### config.mk
export PLATFORM = sky130hd
export DESIGN_NAME = ttl_cache_oldest_replace_flat
export DESIGN_NICKNAME = d
export VERILOG_FILES = /design/src/tco_pkg.sv /design/src/tco_req_if.sv /design/src/tco_rsp_if.sv /design/src/tco_ram.sv /design/src/tco_ctrl.sv /design/src/tco_dp.sv /design/src/ttl_cache_oldest_replace.sv /design/src/flat_wrapper.sv
export SDC_FILE = /design/constraint.sdc
export NUM_CORES = 2
export LEC_CHECK = 0
export ABC_AREA = 1
export BUFFER_PORTS_ARGS = -buffer_cell sky130_fd_sc_hd__clkbuf_2
export CAP_MARGIN = 20
export CORE_ASPECT_RATIO = 1.25
export CORE_MARGIN = 1.5
export CORE_UTILIZATION = 40
export DETAILED_ROUTE_END_ITERATION = 16
export PLACE_DENSITY = 0.55
export SLEW_MARGIN = 20
export SYNTH_ARGS = -nofsm -noshare
export SYNTH_HDL_FRONTEND = slang
export SYNTH_HIERARCHICAL = 1
export SYNTH_SLANG_ARGS = --single-unit
export TNS_END_PERCENT = 100
### constraint.sdc
create_clock -name clk -period 10.2 [get_ports clk]
set_clock_uncertainty 0.1 [all_clocks]
set_input_delay 2.55 -clock clk [delete_from_list [all_inputs] [get_ports clk]]
set_output_delay 2.55 -clock clk [all_outputs]
set_load 0.005 [all_outputs]
### src/tco_pkg.sv
`default_nettype none

package tco_pkg;

    // Fixed field widths of the request and response
    localparam int NAME_BITS   = 64;
    localparam int ADDR_BITS   = 32;
    localparam int TTL_BITS    = 32;
    localparam int TICK_BITS   = 32;
    localparam int SLOT_BITS   = 8;
    localparam int KIND_BITS   = 2;
    localparam int STATUS_BITS = 2;

    // Expired entries are swept whenever the tick counter is a multiple of this
    localparam int CLEAN_PERIOD = 60;
    localparam int PHASE_BITS   = $clog2(CLEAN_PERIOD);

    typedef logic [KIND_BITS-1:0]   kind_t;
    typedef logic [STATUS_BITS-1:0] status_t;

    // Request kinds
    localparam kind_t KIND_TICK   = 2'd0;
    localparam kind_t KIND_INSERT = 2'd1;
    localparam kind_t KIND_LOOKUP = 2'd2;

    // Response status codes
    localparam status_t ST_TICK   = 2'd0;
    localparam status_t ST_STORED = 2'd1;
    localparam status_t ST_HIT    = 2'd2;
    localparam status_t ST_MISS   = 2'd3;

    // Controller to datapath
    typedef struct packed {
        logic capture;   // latch the accepted request, advance the timer on a tick
        logic scan_run;  // step the entry scan
        logic write;     // write the chosen entry of an insert
        logic load_rsp;  // load the response register
    } cmd_t;

    // Datapath to controller
    typedef struct packed {
        kind_t kind;       // kind of the held request
        logic  clean_due;  // held tick landed on a sweep boundary
        logic  scan_last;  // last entry of the scan is being checked
    } stat_t;

endpackage

`default_nettype wire

### src/tco_req_if.sv
`default_nettype none

interface tco_req_if;
    logic        valid;
    logic        ready;
    logic [1:0]  kind;
    logic [63:0] name_key;
    logic [31:0] ip_address;
    logic [31:0] ttl;

    modport source (output valid, output kind, output name_key, output ip_address,
                    output ttl, input ready);
    modport sink   (input valid, input kind, input name_key, input ip_address,
                    input ttl, output ready);
endinterface

`default_nettype wire

### src/tco_rsp_if.sv
`default_nettype none

interface tco_rsp_if;
    logic        valid;
    logic        ready;
    logic [1:0]  status;
    logic [7:0]  slot;
    logic [31:0] found_address;

    modport source (output valid, output status, output slot, output found_address,
                    input ready);
    modport sink   (input valid, input status, input slot, input found_address,
                     output ready);
endinterface

`default_nettype wire

### src/tco_ram.sv
`default_nettype none

module tco_ram #(
    parameter int WIDTH = 160,
    parameter int DEPTH = 16
) (
    input  wire logic                                       clk,
    input  wire logic                                       wr_en,
    input  wire logic [((DEPTH > 1) ? $clog2(DEPTH) : 1)-1:0] wr_addr,
    input  wire logic [WIDTH-1:0]                           wr_data,
    input  wire logic                                       rd_en,
    input  wire logic [((DEPTH > 1) ? $clog2(DEPTH) : 1)-1:0] rd_addr,
    output logic [WIDTH-1:0]                                rd_data
);

    logic [WIDTH-1:0] mem [0:DEPTH-1];

    // One write port, one registered read port
    always_ff @(posedge clk)
    begin
        if (wr_en)
        begin
            mem[wr_addr] <= wr_data;
        end
        if (rd_en)
        begin
            rd_data <= mem[rd_addr];
        end
    end

endmodule

`default_nettype wire

### src/tco_ctrl.sv
`default_nettype none

module tco_ctrl (
    input  wire logic           clk,
    input  wire logic           rst_n,
    input  wire logic           req_valid,
    output logic                req_ready,
    output logic                rsp_valid,
    input  wire logic           rsp_ready,
    output tco_pkg::cmd_t       cmd,
    input  wire tco_pkg::stat_t stat
);

    import tco_pkg::*;

    typedef enum logic [2:0] {
        S_IDLE,
        S_DECODE,
        S_SCAN,
        S_WRITE,
        S_DONE
    } state_t;

    state_t state_reg;
    state_t state_next;
    logic   out_valid_reg;
    logic   out_valid_next;
    logic   rsp_free;

    assign req_ready = (state_reg == S_IDLE);
    assign rsp_valid = out_valid_reg;
    assign rsp_free  = !out_valid_reg || rsp_ready;

    // Next state and commands
    always_comb
    begin
        state_next     = state_reg;
        out_valid_next = out_valid_reg;
        cmd            = '0;
        if (out_valid_reg && rsp_ready)
        begin
            out_valid_next = 1'b0;
        end
        case (state_reg)
            S_IDLE:
            begin
                if (req_valid)
                begin
                    cmd.capture = 1'b1;
                    state_next  = S_DECODE;
                end
            end
            S_DECODE:
            begin
                if (stat.kind == KIND_INSERT || stat.kind == KIND_LOOKUP || stat.clean_due)
                begin
                    state_next = S_SCAN;
                end
                else
                begin
                    state_next = S_DONE;
                end
            end
            S_SCAN:
            begin
                cmd.scan_run = 1'b1;
                if (stat.scan_last)
                begin
                    state_next = (stat.kind == KIND_INSERT) ? S_WRITE : S_DONE;
                end
            end
            S_WRITE:
            begin
                cmd.write  = 1'b1;
                state_next = S_DONE;
            end
            S_DONE:
            begin
                // wait for the response register to free up
                if (rsp_free)
                begin
                    cmd.load_rsp   = 1'b1;
                    out_valid_next = 1'b1;
                    state_next     = S_IDLE;
                end
            end
            default:
            begin
                state_next = S_IDLE;
            end
        endcase
    end

    always_ff @(posedge clk or negedge rst_n)
    begin
        if (!rst_n)
        begin
            state_reg     <= S_IDLE;
            out_valid_reg <= 1'b0;
        end
        else
        begin
            state_reg     <= state_next;
            out_valid_reg <= out_valid_next;
        end
    end

    a_load_sets_valid: assert property (@(posedge clk) disable iff (!rst_n)
        cmd.load_rsp |=> out_valid_reg)
        else $error("response load did not raise valid");

    a_scan_ends: assert property (@(posedge clk) disable iff (!rst_n)
        (state_reg == S_SCAN) && stat.scan_last |=> state_reg != S_SCAN)
        else $error("scan ran past the last entry");

    a_rsp_hold: assert property (@(posedge clk) disable iff (!rst_n)
        rsp_valid && !rsp_ready |=> rsp_valid)
        else $error("response dropped before it was taken");

endmodule

`default_nettype wire

### src/tco_dp.sv
`default_nettype none

module tco_dp #(
    parameter int CACHE_ENTRIES = 16,
    parameter int KEY_BITS      = 64
) (
    input  wire logic                               clk,
    input  wire logic                               rst_n,
    input  wire tco_pkg::cmd_t                      cmd,
    output tco_pkg::stat_t                          stat,
    input  wire logic [tco_pkg::KIND_BITS-1:0]      req_kind,
    input  wire logic [tco_pkg::NAME_BITS-1:0]      req_name_key,
    input  wire logic [tco_pkg::ADDR_BITS-1:0]      req_ip_address,
    input  wire logic [tco_pkg::TTL_BITS-1:0]       req_ttl,
    output logic [tco_pkg::STATUS_BITS-1:0]         rsp_status,
    output logic [tco_pkg::SLOT_BITS-1:0]           rsp_slot,
    output logic [tco_pkg::ADDR_BITS-1:0]           rsp_found_address
);

    import tco_pkg::*;

    localparam int IW = (CACHE_ENTRIES > 1) ? $clog2(CACHE_ENTRIES) : 1;
    localparam int CW = $clog2(CACHE_ENTRIES + 1);
    // entry word: key | address | lifetime | stamp
    localparam int EW = KEY_BITS + ADDR_BITS + TTL_BITS + TICK_BITS;
    localparam int LIFE_LO = TICK_BITS;
    localparam int ADDR_LO = TICK_BITS + TTL_BITS;
    localparam int KEY_LO  = TICK_BITS + TTL_BITS + ADDR_BITS;

    // held request
    kind_t                  kind_reg, kind_next;
    logic [KEY_BITS-1:0]    key_reg, key_next;
    logic [ADDR_BITS-1:0]   ip_reg, ip_next;
    logic [TTL_BITS-1:0]    ttl_reg, ttl_next;

    // timer
    logic [TICK_BITS-1:0]   tick_reg, tick_next;
    logic [PHASE_BITS-1:0]  phase_reg, phase_next;

    // entry state
    logic [CACHE_ENTRIES-1:0] valid_reg, valid_next;

    // scan
    logic [CW-1:0]          cnt_reg, cnt_next;
    logic                   chk_vld_reg, chk_vld_next;
    logic [IW-1:0]          chk_idx_reg, chk_idx_next;
    logic                   first_found_reg, first_found_next;
    logic [IW-1:0]          first_idx_reg, first_idx_next;
    logic                   free_found_reg, free_found_next;
    logic [IW-1:0]          free_idx_reg, free_idx_next;
    logic [TICK_BITS-1:0]   oldest_reg, oldest_next;
    logic [IW-1:0]          pick_idx_reg, pick_idx_next;
    logic [ADDR_BITS-1:0]   hit_addr_reg, hit_addr_next;

    // response
    status_t                status_reg, status_next;
    logic [SLOT_BITS-1:0]   slot_reg, slot_next;
    logic [ADDR_BITS-1:0]   found_reg, found_next;

    // memory port
    logic                   rd_en;
    logic [IW-1:0]          rd_idx;
    logic [EW-1:0]          rd_data;
    logic                   wr_en;
    logic [IW-1:0]          wr_idx;
    logic [EW-1:0]          wr_data;

    // checked entry
    logic [KEY_BITS-1:0]    e_key;
    logic [ADDR_BITS-1:0]   e_addr;
    logic [TTL_BITS-1:0]    e_life;
    logic [TICK_BITS-1:0]   e_stamp;
    logic [TICK_BITS-1:0]   e_age;
    logic                   e_valid;
    logic                   e_match;
    logic                   e_expired;
    logic                   scan_last;

    tco_ram #(
        .WIDTH (EW),
        .DEPTH (CACHE_ENTRIES)
    ) u_entries (
        .clk     (clk),
        .wr_en   (wr_en),
        .wr_addr (wr_idx),
        .wr_data (wr_data),
        .rd_en   (rd_en),
        .rd_addr (rd_idx),
        .rd_data (rd_data)
    );

    assign e_stamp   = rd_data[TICK_BITS-1:0];
    assign e_life    = rd_data[LIFE_LO +: TTL_BITS];
    assign e_addr    = rd_data[ADDR_LO +: ADDR_BITS];
    assign e_key     = rd_data[KEY_LO +: KEY_BITS];
    assign e_valid   = valid_reg[chk_idx_reg];
    assign e_match   = e_valid && (e_key == key_reg);
    assign e_age     = tick_reg - e_stamp;
    assign e_expired = (e_age >= e_life);

    assign scan_last = (cnt_reg == CW'(CACHE_ENTRIES));

    assign stat.kind      = kind_reg;
    assign stat.clean_due = (kind_reg == KIND_TICK) && (phase_reg == '0);
    assign stat.scan_last = scan_last;

    // insert target: matching key, else first free slot, else oldest stamp
    assign wr_idx  = first_found_reg ? first_idx_reg :
                     (free_found_reg ? free_idx_reg : pick_idx_reg);
    assign wr_data = {key_reg, ip_reg, ttl_reg, tick_reg};
    assign wr_en   = cmd.write;
    assign rd_idx  = cnt_reg[IW-1:0];

    assign rsp_status        = status_reg;
    assign rsp_slot          = slot_reg;
    assign rsp_found_address = found_reg;

    always_comb
    begin
        kind_next        = kind_reg;
        key_next         = key_reg;
        ip_next          = ip_reg;
        ttl_next         = ttl_reg;
        tick_next        = tick_reg;
        phase_next       = phase_reg;
        valid_next       = valid_reg;
        cnt_next         = cnt_reg;
        chk_vld_next     = chk_vld_reg;
        chk_idx_next     = chk_idx_reg;
        first_found_next = first_found_reg;
        first_idx_next   = first_idx_reg;
        free_found_next  = free_found_reg;
        free_idx_next    = free_idx_reg;
        oldest_next      = oldest_reg;
        pick_idx_next    = pick_idx_reg;
        hit_addr_next    = hit_addr_reg;
        status_next      = status_reg;
        slot_next        = slot_reg;
        found_next       = found_reg;
        rd_en            = 1'b0;

        // latch request, advance timer and its phase modulo the sweep period
        if (cmd.capture)
        begin
            kind_next        = req_kind;
            key_next         = req_name_key[KEY_BITS-1:0];
            ip_next          = req_ip_address;
            ttl_next         = req_ttl;
            cnt_next         = '0;
            chk_vld_next     = 1'b0;
            first_found_next = 1'b0;
            free_found_next  = 1'b0;
            oldest_next      = tick_reg;
            pick_idx_next    = '0;
            if (req_kind == KIND_TICK)
            begin
                tick_next = tick_reg + 1'b1;
                if (tick_reg == '1 || phase_reg == PHASE_BITS'(CLEAN_PERIOD - 1))
                begin
                    phase_next = '0;
                end
                else
                begin
                    phase_next = phase_reg + 1'b1;
                end
            end
        end

        // scan: issue reads one entry a cycle, check each one in the cycle after its read
        if (cmd.scan_run)
        begin
            if (!scan_last)
            begin
                rd_en        = 1'b1;
                cnt_next     = cnt_reg + 1'b1;
                chk_vld_next = 1'b1;
                chk_idx_next = cnt_reg[IW-1:0];
            end
            else
            begin
                chk_vld_next = 1'b0;
            end
            if (chk_vld_reg)
            begin
                case (kind_reg)
                    KIND_INSERT:
                    begin
                        if (e_match && !first_found_reg)
                        begin
                            first_found_next = 1'b1;
                            first_idx_next   = chk_idx_reg;
                        end
                        if (!e_valid && !free_found_reg)
                        begin
                            free_found_next = 1'b1;
                            free_idx_next   = chk_idx_reg;
                        end
                        if (e_valid && (e_stamp < oldest_reg))
                        begin
                            oldest_next   = e_stamp;
                            pick_idx_next = chk_idx_reg;
                        end
                    end
                    KIND_LOOKUP:
                    begin
                        // first live match hits; expired matches before it drop
                        if (e_match && !first_found_reg)
                        begin
                            if (!e_expired)
                            begin
                                first_found_next = 1'b1;
                                first_idx_next   = chk_idx_reg;
                                hit_addr_next    = e_addr;
                            end
                            else
                            begin
                                valid_next[chk_idx_reg] = 1'b0;
                            end
                        end
                    end
                    KIND_TICK:
                    begin
                        if (e_valid && e_expired)
                        begin
                            valid_next[chk_idx_reg] = 1'b0;
                        end
                    end
                    default:
                    begin
                    end
                endcase
            end
        end

        if (cmd.write)
        begin
            valid_next[wr_idx] = 1'b1;
        end

        // response
        if (cmd.load_rsp)
        begin
            status_next = ST_TICK;
            slot_next   = '0;
            found_next  = '0;
            case (kind_reg)
                KIND_INSERT:
                begin
                    status_next = ST_STORED;
                    slot_next   = SLOT_BITS'(wr_idx);
                end
                KIND_LOOKUP:
                begin
                    if (first_found_reg)
                    begin
                        status_next = ST_HIT;
                        slot_next   = SLOT_BITS'(first_idx_reg);
                        found_next  = hit_addr_reg;
                    end
                    else
                    begin
                        status_next = ST_MISS;
                    end
                end
                default:
                begin
                end
            endcase
        end
    end

    // control state
    always_ff @(posedge clk or negedge rst_n)
    begin
        if (!rst_n)
        begin
            kind_reg        <= KIND_TICK;
            tick_reg        <= '0;
            phase_reg       <= '0;
            valid_reg       <= '0;
            cnt_reg         <= '0;
            chk_vld_reg     <= 1'b0;
            first_found_reg <= 1'b0;
            free_found_reg  <= 1'b0;
        end
        else
        begin
            kind_reg        <= kind_next;
            tick_reg        <= tick_next;
            phase_reg       <= phase_next;
            valid_reg       <= valid_next;
            cnt_reg         <= cnt_next;
            chk_vld_reg     <= chk_vld_next;
            first_found_reg <= first_found_next;
            free_found_reg  <= free_found_next;
        end
    end

    // payload
    always_ff @(posedge clk)
    begin
        key_reg       <= key_next;
        ip_reg        <= ip_next;
        ttl_reg       <= ttl_next;
        chk_idx_reg   <= chk_idx_next;
        first_idx_reg <= first_idx_next;
        free_idx_reg  <= free_idx_next;
        oldest_reg    <= oldest_next;
        pick_idx_reg  <= pick_idx_next;
        hit_addr_reg  <= hit_addr_next;
        status_reg    <= status_next;
        slot_reg      <= slot_next;
        found_reg     <= found_next;
    end

    a_write_sets_valid: assert property (@(posedge clk) disable iff (!rst_n)
        cmd.write |=> valid_reg[$past(wr_idx)])
        else $error("inserted entry not marked valid");

    a_phase_range: assert property (@(posedge clk) disable iff (!rst_n)
        phase_reg < PHASE_BITS'(CLEAN_PERIOD))
        else $error("sweep phase out of range");

    a_tick_advance: assert property (@(posedge clk) disable iff (!rst_n)
        cmd.capture && (req_kind == KIND_TICK) |=> tick_reg == $past(tick_reg) + 1'b1)
        else $error("tick did not advance the timer");

endmodule

`default_nettype wire

### src/ttl_cache_oldest_replace.sv
`default_nettype none

// Channel | Dir | Payload                               | Handshake
// req     | in  | kind, name_key, ip_address, ttl       | valid/ready
// rsp     | out | status, slot, found_address           | valid/ready
//
// One request at a time, one response per request. An insert passes from
// idle through decode, the entry scan and the write to the final state,
// which loads the response; lookup and a sweeping tick skip the write, and
// a plain tick or unused kind skips the scan too. The port reopens in the
// cycle after the load; the scan reads one entry of the RAM per cycle.
// Reset is asynchronous, active low, and clears all valid bits and the timer.
// A stalled response waits in its register; the next request is accepted
// meanwhile and held in the final state until the register frees.
module ttl_cache_oldest_replace #(
    parameter int CACHE_ENTRIES = 16,
    parameter int KEY_BITS      = 64
) (
    input  wire logic clk,
    input  wire logic rst_n,
    tco_req_if.sink   req,
    tco_rsp_if.source rsp
);

    import tco_pkg::*;

    cmd_t  cmd;
    stat_t stat;

    tco_ctrl u_ctrl (
        .clk       (clk),
        .rst_n     (rst_n),
        .req_valid (req.valid),
        .req_ready (req.ready),
        .rsp_valid (rsp.valid),
        .rsp_ready (rsp.ready),
        .cmd       (cmd),
        .stat      (stat)
    );

    tco_dp #(
        .CACHE_ENTRIES (CACHE_ENTRIES),
        .KEY_BITS      (KEY_BITS)
    ) u_dp (
        .clk               (clk),
        .rst_n             (rst_n),
        .cmd               (cmd),
        .stat              (stat),
        .req_kind          (req.kind),
        .req_name_key      (req.name_key),
        .req_ip_address    (req.ip_address),
        .req_ttl           (req.ttl),
        .rsp_status        (rsp.status),
        .rsp_slot          (rsp.slot),
        .rsp_found_address (rsp.found_address)
    );

endmodule

`default_nettype wire

### src/flat_wrapper.sv
// flat-port wrapper written by rule: the top's interface ports become plain ports
module ttl_cache_oldest_replace_flat import tco_pkg::*;
#(
    parameter int CACHE_ENTRIES = 16,
    parameter int KEY_BITS      = 64
)
  (clk, rst_n, req_valid, req_kind, req_name_key, req_ip_address, req_ttl, req_ready, rsp_valid, rsp_status, rsp_slot, rsp_found_address, rsp_ready);
  tco_req_if req_i ();
  tco_rsp_if rsp_i ();
  input  wire logic clk;
  input  wire logic rst_n;
  input wire logic [$bits(req_i.valid)-1:0] req_valid;
  input wire logic [$bits(req_i.kind)-1:0] req_kind;
  input wire logic [$bits(req_i.name_key)-1:0] req_name_key;
  input wire logic [$bits(req_i.ip_address)-1:0] req_ip_address;
  input wire logic [$bits(req_i.ttl)-1:0] req_ttl;
  output wire logic [$bits(req_i.ready)-1:0] req_ready;
  output wire logic [$bits(rsp_i.valid)-1:0] rsp_valid;
  output wire logic [$bits(rsp_i.status)-1:0] rsp_status;
  output wire logic [$bits(rsp_i.slot)-1:0] rsp_slot;
  output wire logic [$bits(rsp_i.found_address)-1:0] rsp_found_address;
  input wire logic [$bits(rsp_i.ready)-1:0] rsp_ready;
  assign req_i.valid = req_valid;
  assign req_i.kind = req_kind;
  assign req_i.name_key = req_name_key;
  assign req_i.ip_address = req_ip_address;
  assign req_i.ttl = req_ttl;
  assign req_ready = req_i.ready;
  assign rsp_valid = rsp_i.valid;
  assign rsp_status = rsp_i.status;
  assign rsp_slot = rsp_i.slot;
  assign rsp_found_address = rsp_i.found_address;
  assign rsp_i.ready = rsp_ready;
  ttl_cache_oldest_replace #(.CACHE_ENTRIES(CACHE_ENTRIES), .KEY_BITS(KEY_BITS)) u_core (.clk(clk), .rst_n(rst_n), .req(req_i), .rsp(rsp_i));
endmodule
# == Yosys cells after proc, flatten, opt, wreduce, memory -nomap -nowiden ==
# Memory sizes are Yosys's and may differ from the RTL's. A register that Yosys moved wholly into a read port is not among the register bits.
# Index checks and enable logic that the tools add are counted.
# totals
regBits,318
mem_bits_rw,2560
inputBits,134
output_inout_bits,44
wordCells,154
memories,1
# mem_list
memory,words,word_bits,rd,rd_ports_with_merged_regs,write_ports,line,text
u_core.u_dp.u_entries.mem,16,160,1,1,1,tco_ram.sv:16,logic [WIDTH-1:0] mem [0:DEPTH-1];
# op_classes
add_sub_neg,4
order_cmp,6
n_eq_ne,16
muxes,70
bitwise,5
n_reduce_logical,30
# op_table
cell,n
2-to-1 mux 32 bit,5
2-to-1 mux 16 bit,6
== test 64 bit,1
2-to-1 mux 4 bit,11
"adder 32 x 1 -> 32 bit, second input constant",1
"== test 32 bit, second input constant",1
greater-or-equal comparator 32 bit,1
< comparator 32 bit,1
case mux 16 bit (2 select lines),1
subtractor 32 bit,1
2-to-1 mux 1 bit,30
AND 16 bit,1
NOT 16 bit,1
bitwise OR 16 bit,1
case mux 4 bit (2 select lines),2
2-to-1 mux 3 bit,5
2-to-1 mux 5 bit,3
case mux 3 bit (5 select lines),1
"inequality test 2 bit, second input constant",6
"< comparator 4 x 5 -> 1 bit, second input constant",2
logical AND 1 bit,9
demux 1 bit (select 4 bit),2
"greater-or-equal comparator 4 x 1 -> 1 bit, second input constant",2
"adder 6 x 1 -> 6 bit, second input constant",1
other kinds (24),36

# == Logic depth before layout (Yosys ltp) ==
# logic_depth
depth_word,13
depth_mapped,28
ltp_nobuf,26

# == Cells and area by module ==
# Netlist, hierarchy kept.
# by_module_without_submodules
mod,n_inst,cells_per_inst,area_per_inst_um2,seq_area_each_um2
tco_ram,1,9723,111336.8,81678.3
tco_dp,1,1876,16922.5,8628.3
tco_ctrl,1,46,289.0,100.1

# == Worst setup path before layout ==
# No wires, ideal clock.
# synth_timing
kind,input-to-reg
startpoint,in req_valid
endpoint,reg u_core.u_dp.tick_reg[31]
setup_ps,81
t_arrival_ps,10253
required_time_ps,10019
slack_ps,-233
path_stages,11
path_buffers,0
cell_sequence,inv_1 > nor2_1 > nand2_2 > nor2_2 > nand3_2 > nor2_2 > nand3_1 > nor3_2 > nand2_1 > nor2_1 > xor2_1
# synth_rtl
element,line,text
start: declaration,flat_wrapper.sv:12,input wire logic [$bits(req_i.valid)-1:0] req_valid;
end signal: assignment,tco_dp.sv:289,tick_reg <= tick_next;
end: declaration,tco_dp.sv:37,"logic [TICK_BITS-1:0] tick_reg, tick_next;"

# == Worst setup path in the final report ==
# layout_timing
startpoint,reg u_core.u_dp.tick_reg[2]
endpoint,"reg u_core.u_dp.hit_addr_reg[15], enable pin"
# layout_between
elab_chain_cells,4
# layout_rtl
element,line,text
subtractor 32 bit,tco_dp.sv:98,assign e_age = tick_reg - e_stamp;
greater-or-equal comparator 32 bit,tco_dp.sv:99,assign e_expired = (e_age >= e_life);
NOT 1 bit (no line),--,
AND reduction 5 bit (no line),--,
end signal: assignment,tco_dp.sv:310,hit_addr_reg <= hit_addr_next;
end: declaration,tco_dp.sv:53,"logic [ADDR_BITS-1:0] hit_addr_reg, hit_addr_next;"
# Every way passes these cells.
# A chain may end at the register's enable or synchronous reset.

==> flow_metrics.py <==
metrics = {
    "floorplanning": {
        "dieHeight_um": 637,
        "fp.dieW_um": 510,
        "core_sq_um": 320000,
        "initial_core_util_pct": 40.2,
        "ioPinCount": 178,
        "die_area_sq_um": 325000,
        "rows": 232,
    },
    "synth": {
        "async_flop_share_pct": 2.24,
        "synth_compound_area_share_pct": 1.17,
        "synth_area_leaders": "edfxtp_1, nand2_1, nand3_1",
        "synthAdderAreaFrac_pct": 1.02,
        "synth-simple-area-share_pct": 20.3,
        "synthFlopType": "edfxtp_1",
        "synth.avg_cell_area_sq_um": 11.0,
        "yosysWarningCount": 6,
        "synth_top_family_by_area": "simple AND/OR/NAND/NOR gates",
        "yosys.area.top_type_share_pct": 68.4,
        "syn-cell-area_sq_um": 129000,
        "synth_xor_xnor_area_share_pct": 0.511,
        "synth_edf_count": 2930,
        "synth_mux_area_share_pct": 0.00779,
        "ys_ff_latch": 3034,
        "synth_top_cell_by_area": "edfxtp_1",
        "synth_cell_types": 57,
        "ys_seq_area_share_pct": 70.3,
        "syn_inst": 11600,
    },
    "hold_path": {
        "hold_path_depth": 0,
        "min_path_type": "flip-flop to flip-flop",
        "hold_end": "u_core/u_dp/hit_addr_reg[22]",
        "hp-start": "u_core/u_dp/u_entries/rd_data[86]",
    },
    "place": {
        "portBuffers": 173,
        "post-dp-hpwl_um": 165000,
        "place_area_sq_um": 133000,
        "gp_congestion": 0.812,
    },
    "drt": {
        "drtIter0Drc": 7071,
        "routedWlPerCell_um": 21.5,
        "routed_via_density": 5.14,
        "ant_nets": 0,
        "routed-via-count": 83000,
        "routed_wl_um": 347000,
        "firstDrtPassIters": 5,
        "drc": 0,
    },
    "clock_network": {
        "cts_buffers": 314,
        "cts.sinks": 3034,
        "clk_pin_slew_ns": 0.07,
        "cts_hold_buf": 0,
        "clk_path_buf_depth": 4,
        "post-cts-setup-buffer-count": 0,
        "cts-root-buf": "clkbuf_16",
        "cts_resized": 0,
        "clk_latency_ns": 0.89,
        "cts_tree": "built",
        "htree_levels": 5,
    },
    "timing": {
        "fin_crit_ns": 5.52,
        "tns_ns": 0,
        "finalCritPeriodShare_pct": 54.1,
        "hold_viol": 0,
        "worst_slew_pin_slew_ns": 1.19,
        "rsz0062_at_grt": "no",
        "clock.fmax_mhz": 181,
        "slew_violations": 0,
        "setup_viol": 0,
        "max_slew_margin_pct": 20.6,
    },
    "setup_path": {
        "path_class": "flip-flop to flip-flop",
        "cp-start-kind": "flip-flop",
        "worstPathMaxFanout": 32,
        "critPathRequiredTime_ns": 10.56,
        "r2r_start": "u_core/u_dp/tick_reg[2]",
        "r2r_end": "u_core/u_dp/hit_addr_reg[15]",
        "reg2reg_slack_ns": 4.68,
        "endpoint_kind": "flip-flop",
        "worstPathArrival_ns": 5.89,
        "ff2ff_path_depth": 19,
    },
    "global_route": {
        "grt-ovfl-total": 0,
        "grt_start_max_net_pins": 210,
        "antenna_found_initial": 13,
        "grt_pass1_wl_um": 518000,
        "grt_use_total_pct": 21.1,
        "grt_pass1_vias": 81000,
    },
    "finish": {
        "area_growth_pct": 10.9,
        "nets": 11900,
        "finish.utilization_pct": 44.6,
        "stdcell_area_sq_um": 143000,
        "drive_above_1_share_pct": 7.36,
        "largest_reg_flops": 2560,
    },
    "run_status": {
        "status": "finished clean",
    },
    "power_and_ir_drop": {
        "ir_drop_uv": 197,
        "powerDensity_nw_per_um2": 235,
        "power.total_uw": 33500,
        "total_leakage_power_uw": 0.0568,
    },
    "run": {
        "drv_cap": 0,
    },
}
-- layout by cell type, fill, tap and decap left out, types with 7 or more instances in the layout --
cell type	synthesis	layout
clkinv_1	1	63
clkinvlp_4	0	8
dfxtp_1	36	36
a21oi_1	81	81
nand2_2	44	45
clkbuf_16	0	319
o21ai_2	34	35
clkinv_8	0	7
inv_6	0	9
xor2_1	49	49
clkbuf_2	0	172
buf_4	54	87
nand2_1	3890	3889
edfxtp_1	2930	2930
xnor2_1	26	26
or2_2	30	30
buf_12	0	31
nor4_1	11	11
nor3_1	22	22
nor2_4	6	26
clkinv_2	1	56
bufinv_16	0	16
inv_1	1397	1397
clkbuf_1	113	70
nor2_1	233	213
nand3_1	1921	1921
a21o_1	9	9
dfrtp_1	68	64
nand4_1	19	19
o21ai_0	82	82
a22oi_1	9	9
ha_1	103	103
-- cell usage after synthesis (all sizes together), types with 3 or more instances --
library cell	count
nand3	1924
nand3b	4
o21ai	123
ha	103
dfrtp	68
or2	30
xor2	49
inv	1403
clkbuf	113
a31oi	5
o22ai	3
o21a	3
nor2	246
and2	4
buf	457
a21oi	81
nand4	19
a22oi	9
nand2	3936
nor4	12
a21o	9
xnor2	26
dfxtp	36
o21bai	4
nor3	25
edfxtp	2930
o31ai	3
-- worst max-delay path, cell delays in order (launching register included) --
cell and delay [ns]:
dfrtp_1 0.74, ha_1 0.38, a21oi_1 0.16, nand2_1 0.10, a21oi_1 0.41, inv_1 0.14
a21oi_1 0.31, nand3b_1 0.20, nand2_1 0.08, xor2_1 0.27, ha_1 0.31, a21oi_1 0.15
nor2_1 0.06, nor3b_1 0.19, nand2_1 0.10, nor2_1 0.14, nand2_1 0.07, buf_4 0.24
nor2_4 0.20, buf_4 0.61
-- logic make-up after synthesis --
group | after synthesis
xor gates and xnor gates | 75
buffers and inverters | 1975
AOI/OAI and AO/OA | 251
adders and majority gates | 104
and+or+nand+nor | 6204
DFF | 3034
other | 1
muxes | 1
-- where the power goes --
group	switching [uW]	leakage, uW	total [uW]	internal (uW)
Sequential	629	0.0275	15300	14700
Clock	4780	0.00469	10900	6160
Combinational	5140	0.0245	7210	2070
-- worst max path at each step --
stage | from | to | slack [ns] | cells past startpoint
after floorplan | u_core/u_dp/cnt_reg[0] | u_core/u_dp/cnt_reg[0] | 1.31 | 7
after global placement | req_valid | u_core/u_dp/oldest_reg[16] | 4.79 | 9
after detailed placement | u_core/u_dp/tick_reg[2] | u_core/u_dp/hit_addr_reg[1] | 4.73 | 19
after CTS | u_core/u_dp/tick_reg[2] | u_core/u_dp/hit_addr_reg[15] | 4.71 | 19
after global routing | u_core/u_dp/tick_reg[2] | u_core/u_dp/hit_addr_reg[16] | 4.25 | 19
final | u_core/u_dp/tick_reg[2] | u_core/u_dp/hit_addr_reg[15] | 4.68 | 19
-- final cells by class --
type	count	area [sq um]
antenna	3	7.51
clock buffer	390	8260
clock inverter	164	1320
fill	29000	177000
inverter	1405	5310
multi-input combinational	6639	29800
sequential	3034	90400
tap	4212	5270
timing repair buffer	291	2160
-- stage by stage --
| step | hold WS [ns] | cells | setup WS, ns |
|---|---|---|---|
| 2_1_floorplan | 0.300 | 11600 | 1.31 |
| 3_3_place_gp | 0.301 | 15600 | 4.79 |
| 3_5_place_dp | 0.305 | 15600 | 4.73 |
| 4_1_cts | 0.281 | 16100 | 4.71 |
| 5_1_grt | 0.306 | 16100 | 4.25 |
| 6_report | 0.281 | 16100 | 4.68 |
-- layer usage --
metal  wire length, um  vias to the layer above  global-route usage [%]  part of all wire (%)
met5                 0                        -                       0                     0
met4              8080                        0                    5.34                   2.3
met3             19500                      492                    2.44                   5.6
met2            168000                     2458                    35.8                    48
met1            151000                    41200                    28.8                    44
li1                  -                    38800                       -                     -
(Power assumes the default switching activity.)
